$ cat src/rtl/dlpd_pkg.sv
`timescale 1ns / 1ps
`default_nettype none
package dlpd_pkg;

    localparam int HEADER_DIGITS = 4;
    localparam int LEN_W         = 14;
    localparam int DIGITS_W      = 2;

    typedef logic [1:0]       status_t;
    typedef logic [LEN_W-1:0] len_t;
    typedef logic [7:0]       byte_t;

    localparam status_t ST_OK         = 2'd0;
    localparam status_t ST_BAD_DIGIT  = 2'd1;
    localparam status_t ST_ZERO_LEN   = 2'd2;
    localparam status_t ST_NO_NEWLINE = 2'd3;

    localparam byte_t CHAR_ZERO    = 8'h30;
    localparam byte_t CHAR_NINE    = 8'h39;
    localparam byte_t CHAR_NEWLINE = 8'h0A;

endpackage
`default_nettype wire

$ cat src/rtl/decimal_length_prefix_deframer.sv
`timescale 1ns / 1ps
`default_nettype none
// Each accepted input transaction's result is registered in the output register.
// Throughput: 1 byte per cycle; s_ready is high while the output register is
// empty or being drained the same cycle.
// Reset (aresetn low, synchronous): header parsing restarts with no digits
// seen, and the output register is emptied.
module decimal_length_prefix_deframer (
    input  wire                   aclk,
    input  wire                   aresetn,
    input  wire                   s_valid,
    output logic                  s_ready,
    input  wire  dlpd_pkg::byte_t s_in_byte,
    output logic                  m_valid,
    input  wire                   m_ready,
    output logic                  m_has_data,
    output dlpd_pkg::byte_t       m_data_byte,
    output logic                  m_frame_done,
    output dlpd_pkg::status_t     m_status
);
    import dlpd_pkg::*;

    logic                in_body_reg, in_body_next;
    logic [DIGITS_W-1:0] digits_seen_reg, digits_seen_next;
    len_t                length_accum_reg, length_accum_next;
    len_t                bytes_left_reg, bytes_left_next;

    logic                m_valid_reg;
    logic                has_data_reg, has_data_next;
    byte_t               data_byte_reg, data_byte_next;
    logic                frame_done_reg, frame_done_next;
    status_t             status_reg, status_next;

    logic                accept;
    logic                is_digit;
    logic [3:0]          digit_val;
    len_t                acc_new;
    logic [DIGITS_W-1:0] digits_inc;
    logic                hdr_complete;

    assign s_ready = !m_valid_reg || m_ready;
    assign accept  = s_valid && s_ready;

    assign is_digit  = (s_in_byte >= CHAR_ZERO) && (s_in_byte <= CHAR_NINE);
    // low nibble of an ASCII digit is its value
    assign digit_val = s_in_byte[3:0];
    // accum * 10 + digit, kept to LEN_W bits
    assign acc_new   = {length_accum_reg[LEN_W-4:0], 3'b000}
                     + {length_accum_reg[LEN_W-2:0], 1'b0}
                     + {{(LEN_W-4){1'b0}}, digit_val};
    assign digits_inc   = digits_seen_reg + {{(DIGITS_W-1){1'b0}}, 1'b1};
    assign hdr_complete = (digits_inc == '0)
                       || ({1'b0, digits_inc} >= (DIGITS_W+1)'(HEADER_DIGITS));

    always_comb begin
        in_body_next      = in_body_reg;
        digits_seen_next  = digits_seen_reg;
        length_accum_next = length_accum_reg;
        bytes_left_next   = bytes_left_reg;
        has_data_next     = 1'b0;
        data_byte_next    = '0;
        frame_done_next   = 1'b0;
        status_next       = ST_OK;

        if (!in_body_reg) begin
            if (!is_digit) begin
                status_next       = ST_BAD_DIGIT;
                digits_seen_next  = '0;
                length_accum_next = '0;
                bytes_left_next   = '0;
            end else if (!hdr_complete) begin
                digits_seen_next  = digits_inc;
                length_accum_next = acc_new;
            end else if (acc_new == '0) begin
                status_next       = ST_ZERO_LEN;
                digits_seen_next  = '0;
                length_accum_next = '0;
                bytes_left_next   = '0;
            end else begin
                in_body_next      = 1'b1;
                bytes_left_next   = acc_new;
                digits_seen_next  = '0;
                length_accum_next = '0;
            end
        end else begin
            if (bytes_left_reg > len_t'(1)) begin
                has_data_next   = 1'b1;
                data_byte_next  = s_in_byte;
                bytes_left_next = bytes_left_reg - len_t'(1);
            end else begin
                frame_done_next   = 1'b1;
                status_next       = (s_in_byte != CHAR_NEWLINE) ? ST_NO_NEWLINE : ST_OK;
                in_body_next      = 1'b0;
                digits_seen_next  = '0;
                length_accum_next = '0;
                bytes_left_next   = '0;
            end
        end
    end

    always_ff @(posedge aclk) begin
        if (!aresetn) begin
            in_body_reg      <= 1'b0;
            digits_seen_reg  <= '0;
            length_accum_reg <= '0;
            bytes_left_reg   <= '0;
            m_valid_reg      <= 1'b0;
        end else begin
            if (accept) begin
                in_body_reg      <= in_body_next;
                digits_seen_reg  <= digits_seen_next;
                length_accum_reg <= length_accum_next;
                bytes_left_reg   <= bytes_left_next;
                m_valid_reg      <= 1'b1;
            end else if (m_ready) begin
                m_valid_reg      <= 1'b0;
            end
        end
    end

    always_ff @(posedge aclk) begin
        if (accept) begin
            has_data_reg   <= has_data_next;
            data_byte_reg  <= data_byte_next;
            frame_done_reg <= frame_done_next;
            status_reg     <= status_next;
        end
    end

    assign m_valid      = m_valid_reg;
    assign m_has_data   = has_data_reg;
    assign m_data_byte  = data_byte_reg;
    assign m_frame_done = frame_done_reg;
    assign m_status     = status_reg;

endmodule
`default_nettype wire
$ cat config.mk
export PLATFORM = sky130hd
export DESIGN_NAME = decimal_length_prefix_deframer
export DESIGN_NICKNAME = d
export VERILOG_FILES = /design/src/rtl/dlpd_pkg.sv /design/src/rtl/decimal_length_prefix_deframer.sv
export SDC_FILE = /design/constraint.sdc
export NUM_CORES = 1
export LEC_CHECK = 0
export ABC_AREA = 1
export BUFFER_PORTS_ARGS = -buffer_cell sky130_fd_sc_hd__clkbuf_2
export CORE_MARGIN = 5
export CORE_UTILIZATION = 50
export CTS_CLUSTER_DIAMETER = 60
export DETAILED_ROUTE_END_ITERATION = 6
export GPL_ROUTABILITY_DRIVEN = 0
export GPL_TIMING_DRIVEN = 0
export PLACE_DENSITY = 0.68
export SKIP_LAST_GASP = 1
export SLEW_MARGIN = 25
export SYNTH_ARGS = -nofsm -noshare
export SYNTH_HDL_FRONTEND = slang
export SYNTH_SLANG_ARGS = --single-unit
$ cat constraint.sdc
create_clock -name aclk -period 7.4 [get_ports aclk]
set_input_delay 0.37 -clock aclk [delete_from_list [all_inputs] [get_ports aclk]]
set_output_delay 0.37 -clock aclk [all_outputs]
set_load 0.1 [all_outputs]
### Word-level counts from Yosys, hierarchy flattened

Cells that the tools add are included.
W data, S select, Z words.

* bits of input ports: 12
* register bits after elaboration: 43
* output and inout bits: 14
* word-level logic and storage cells: 56

* order comparisons: 3
* reductions and logical operators: 10
* muxes and demuxes: 27
* equal/unequal tests: 3
* add/subtract/negate cells: 4

Operators by type and width (count)
* $mux W14: 5
* $mux W13: 4
* $mux W2: 10
* $add A14 B14 Y14: 1
* $add A14 B4 Y14: 1
* $gt A14 B1 Y1 const B: 1
* $logic_not A14 Y1: 1
* $sub A14 B1 Y14 const B: 1
* $ge A8 B6 Y1 const B: 1
* $le A8 B6 Y1 const B: 1
* $mux W1: 8
* $ne A8 B4 Y1 const B: 1
* $reduce_and A2 Y1: 3
* $ne A3 B2 Y1 const B: 1
* $add A2 B1 Y2 const B: 1
* $logic_and A1 B1 Y1: 2
* $logic_not A2 Y1: 1
* $ne A2 B2 Y1 const B: 1
* $reduce_bool A2 Y1: 1
* $logic_not A1 Y1: 1
* $logic_or A1 B1 Y1: 1

### Depth between registers and ports, before layout

* depth after elaboration: 7
* mapped depth: 17
* gate-level depth less buffers: 17

### Worst setup path before layout

Ideal clock, no wire load.

* path kind: register to register
* start: register m_valid_reg, in the netlist m_valid
* end: register length_accum_reg[9]
* path buffers: 1
* clock period less this slack: 2.967 ns
* data arrival time: 2.850 ns
* library setup time: 0.116 ns
* slack: 4.433 ns
* stages on the path, launching flop included: 9
* required time: 7.284 ns
* path through: dfxtp_1 nand2_1 nand2_1 inv_1 nand2_4 inv_6 buf_12 o211ai_1 inv_1

* word-level cells in the longest chain between the ends: 4

RTL lines
* start: declaration: RTL line decimal_length_prefix_deframer.sv:28 `logic m_valid_reg;`
* start signal: assignment: RTL line decimal_length_prefix_deframer.sv:107 `m_valid_reg <= 1'b0;`
* start signal: assignment: RTL line decimal_length_prefix_deframer.sv:114 `m_valid_reg <= 1'b1;`
* start signal: assignment: RTL line decimal_length_prefix_deframer.sv:116 `m_valid_reg <= 1'b0;`
* $logic_not A1 Y1: RTL line decimal_length_prefix_deframer.sv:41 `assign s_ready = !m_valid_reg || m_ready;`
* $logic_or A1 B1 Y1: RTL line decimal_length_prefix_deframer.sv:41
* via s_ready: RTL line decimal_length_prefix_deframer.sv:12 `output logic s_ready,`
* $logic_and A1 B1 Y1: RTL line decimal_length_prefix_deframer.sv:42 `assign accept = s_valid && s_ready;`
* via accept: RTL line decimal_length_prefix_deframer.sv:34 `logic accept;`
* $reduce_and A2 Y1 (no line)
* end signal: assignment: RTL line decimal_length_prefix_deframer.sv:112 `length_accum_reg <= length_accum_next;`
* end: declaration: RTL line decimal_length_prefix_deframer.sv:25 `len_t length_accum_reg, length_accum_next;`

The timed path passes the listed nets, and every way through them passes these cells.
A chain may end at the register's enable or synchronous reset.

### Final worst setup path

* start: register length_accum_reg[0]
* end: register status_reg[1], in the netlist m_status[1], data pin

* word-level cells in the longest chain between the ends: 7

RTL lines
* $add A14 B14 Y14: RTL line decimal_length_prefix_deframer.sv:49 `+ {length_accum_reg[LEN_W-2:0], 1'b0}`
* $add A14 B4 Y14: RTL line decimal_length_prefix_deframer.sv:50 `+ {{(LEN_W-4){1'b0}}, digit_val};`
* $logic_not A14 Y1: RTL line decimal_length_prefix_deframer.sv:74 `end else if (acc_new == '0) begin`
* $mux W2: RTL line decimal_length_prefix_deframer.sv:74
* $mux W2: RTL line decimal_length_prefix_deframer.sv:71 `end else if (!hdr_complete) begin`
* $mux W2: RTL line decimal_length_prefix_deframer.sv:66 `if (!is_digit) begin`
* $mux W2: RTL line decimal_length_prefix_deframer.sv:65 `if (!in_body_reg) begin`
* via status_next[1]: RTL line decimal_length_prefix_deframer.sv:32 `status_t status_reg, status_next;`
* end signal: assignment: RTL line decimal_length_prefix_deframer.sv:126 `status_reg <= status_next;`
* end: declaration: RTL line decimal_length_prefix_deframer.sv:32

The timed path passes the listed nets, and every way through them passes these cells.

==> flow_summary.ini <==
[critical_path]
worstPathArrival_ns = 2.65
r2r_setup_slack_ns = 4.81
reg2reg_from = length_accum_reg[0]
end_kind = flop
startpoint_type = flop
crit_path_frequent_cell = nor2_1
slowest_stage = fa_1
max_stage_delay_ns = 0.50
required_ns = 7.46
cp_top_family = adder cells
path_cells = inv_1 > fa_1 > inv_1 > fa_1 > nand2_1 > inv_1 > nor2_1 > nor2_1 > nand3_1 > nor2_1 > nand3_1 > nor2_1 > nand3_1 > nand2_1
rr_worst_depth = 14
worstPathBufferInverterCount = 3
crit_fanout = 3
timing.rr.end = m_status[1]
crit_type = reg -> reg

[global_routing]
grt_pass1_vias = 2712
grtUsageTotal = 0.1879
grt.overflow.total = 0
grt_pass1_wl_mm = 12.62
antenna_found_initial = 0
grt_max_degree = 16

[pwr]
comb_power_share = 0.307
powerDensity_nw_per_um2 = 175.7
peakVddDrop_mv = 0.09543
clockPowerShare = 0.250
seqPwrFrac = 0.443
sw_frac_of_total = 0.3786
p_sw_uw = 231.9
power.internal_uw = 380.7
p_leak_nw = 1.789

[synth]
synth_seq_cells = 43
synthCells = 441
synth_top_flop_cell = dfxtp_1
avgSynthCellArea_um2 = 7.221
synth-seq-area-share = 0.3081
synth_warnings = 0
synth_edf_count = 12
syn_area_um2 = 3184
ys_types = 40
synthArstFlopShare = 0
synth_fp_nets = 480

[timing]
fmax_mhz = 385.5
grt_setup_unrepaired = no
maxSlewViolCount = 0
finalSetupViolations = 0
post-route-period-util = 0.3505
setup_total_negative_slack_ns = 0
tightestPinTransition_ns = 0.7520
relSlewSlack = 0.4981
hold_viol_final = 0
setup_slack_ns = 4.806
clock_skew_ns = 0.007327
fin_crit_ns = 2.594

[worst_hold_path]
hold_class = in -> reg
hp-start = s_valid
hold_end = m_valid
hold_depth = 3

[clock_network]
clockBufferDepth = 2
post_cts_resized = 0
cts.sinks = 43
htreeDepth = 2
post_cts_buffers = 0
insertion_delay_ns = 0.30
cts_tree = built
clkTransAtPathRegs_ns = 0.09
cts_hold_buffers = 0
clock-root-buffer = clkbuf_8
cts_buffers = 5

[detailed_routing]
via_count = 2857
first_iter_violations = 192
maxUsedRoutingLayer = met4
route.met2.wl_mm = 3.601
wl_mm = 7.487
viasPerCell = 5.195
dr_wl_met3_um = 443
firstDrtPassIters = 5
drc = 0
antenna_left = 0
wl_per_cell_um = 13.61
wl_met1_mm = 3.290

[floorplanning]
rows = 29
fp.dieH_um = 89.81
start_util = 0.5073
die_area_um2 = 8065
die_w_um = 89.81
core-area_um2 = 6277
ios = 26

[flow_run]
drv_cap = 0

[placement]
dpl.hpwl_mm = 6.036
port_buffers = 24
placed_cell_area_um2 = 3401
dp_worst_setup_slack_ns = 4.649

[outcome]
status = finished, final reports clean

[cells_and_area]
drive_above_1_share = 0.1480
area_growth_pct = 9.469
largest_register_ffs = 14
nNetsFinal = 511
antenna_cells = 0
final_area_um2 = 3486
fillers = 641
## power by group through the flow
stage,sequential [mW],clock (mW),combinational (mW)
floorplan,0.309,0,0.117
global placement,0.276,0,0.185
detailed placement,0.277,0,0.188
CTS,0.271,0.156,0.189
global route,0.273,0.165,0.208
finish,0.271,0.153,0.188
## cell usage after synthesis (3+ instances only)
master	number	area [um2]
nand2_1	110	412.9
inv_1	71	266.5
nor2_1	49	183.9
dfxtp_1	31	620.6
nand3_1	27	135.1
a21oi_1	25	125.1
ha_1	25	312.8
o21ai_0	17	85.08
o211ai_2	13	162.7
edfxtp_1	12	360.4
nand4_1	6	37.54
a31oi_1	4	25.02
buf_6	4	45.04
nand3_2	4	40.04
nand2_4	3	33.78
nor3_1	3	15.01
nor3_2	3	30.03
o21ai_1	3	15.01
xnor2_1	3	26.28
## through the flow
step / instances / utilization / hold WS (ns) / total power [mW]
finish: 550 / 0.5553 / 0.3333 / 0.6126
global route: 550 / 0.5553 / 0.3747 / 0.6461
CTS: 550 / 0.5553 / 0.3318 / 0.6163
detailed placement: 542 / 0.5418 / 0.4678 / 0.4650
global placement: 542 / 0.5418 / 0.4583 / 0.4612
floorplan: 441 / - / 0.4473 / 0.4253
## worst max path at each step
stage | from | end | cells after the start
finish | length_accum_reg[0] | m_status[1] | 14
detailed placement | s_in_byte[3] | m_status[1] | 15
global placement | s_in_byte[3] | m_status[1] | 15
floorplan | m_valid | length_accum_reg[9] | 8
global route | length_accum_reg[0] | m_status[1] | 15
CTS | length_accum_reg[0] | m_status[1] | 14
## worst register-to-register path, stage by stage (launching register included)
cell     delay [ns]
dfxtp_1        0.34
inv_1          0.07
fa_1           0.50
inv_1          0.07
fa_1           0.46
nand2_1        0.11
inv_1          0.04
nor2_1         0.23
nor2_1         0.09
nand3_1        0.10
nor2_1         0.05
nand3_1        0.08
nor2_1         0.05
nand3_1        0.12
nand2_1        0.06
## final cells by class
cell class / count / area, um2 / area share
Buffer: 10 / 98.84 / 0.02836
Clock buffer: 6 / 72.57 / 0.02082
Clock inverter: 2 / 12.51 / 0.003589
Inverter: 76 / 292.8 / 0.08399
Multi-Input combinational cell: 312 / 1812 / 0.5197
Sequential cell: 43 / 980.9 / 0.2814
Tap cell: 77 / 96.34 / 0.02764
Timing Repair Buffer: 24 / 120.1 / 0.03446
## cells in the final DEF, fill, tap and decap left out, drive strengths merged, types with 2 or more instances in the layout
cell    Yosys  final
o21ai      20     20
o211ai     15     15
ha         25     25
clkinv      1      2
nand3      31     31
nand4       6      6
edfxtp     12     12
dfxtp      31     31
nor3        6      6
clkbuf      3     33
fa          2      2
xnor2       3      3
xor2        2      2
inv        75     75
buf         7      7
nor2       50     50
a31oi       4      4
nand3b      2      2
nand2     115    115
a21oi      25     25
## layer usage
| layer | vias to the layer above | global-route usage |
|---|---|---|
| li1 | 1488 | - |
| met1 | 1284 | 0.2389 |
| met2 | 70 | 0.3177 |
| met3 | 15 | 0.04174 |
| met4 | 0 | 0.05416 |
| met5 | - | 0 |
## logic make-up after synthesis
family                   after synthesis  synth area share
AND/OR/NAND/NOR                      212            0.2978
buffers and inverters                 86            0.1230
AO/OA/AOI/OAI                         68            0.1466
flip-flops                            43            0.3081
adder cells (fa/ha/maj)               27            0.1108
XOR/XNOR                               5           0.01375
Note: power is estimated with default switching activity, not from simulation.
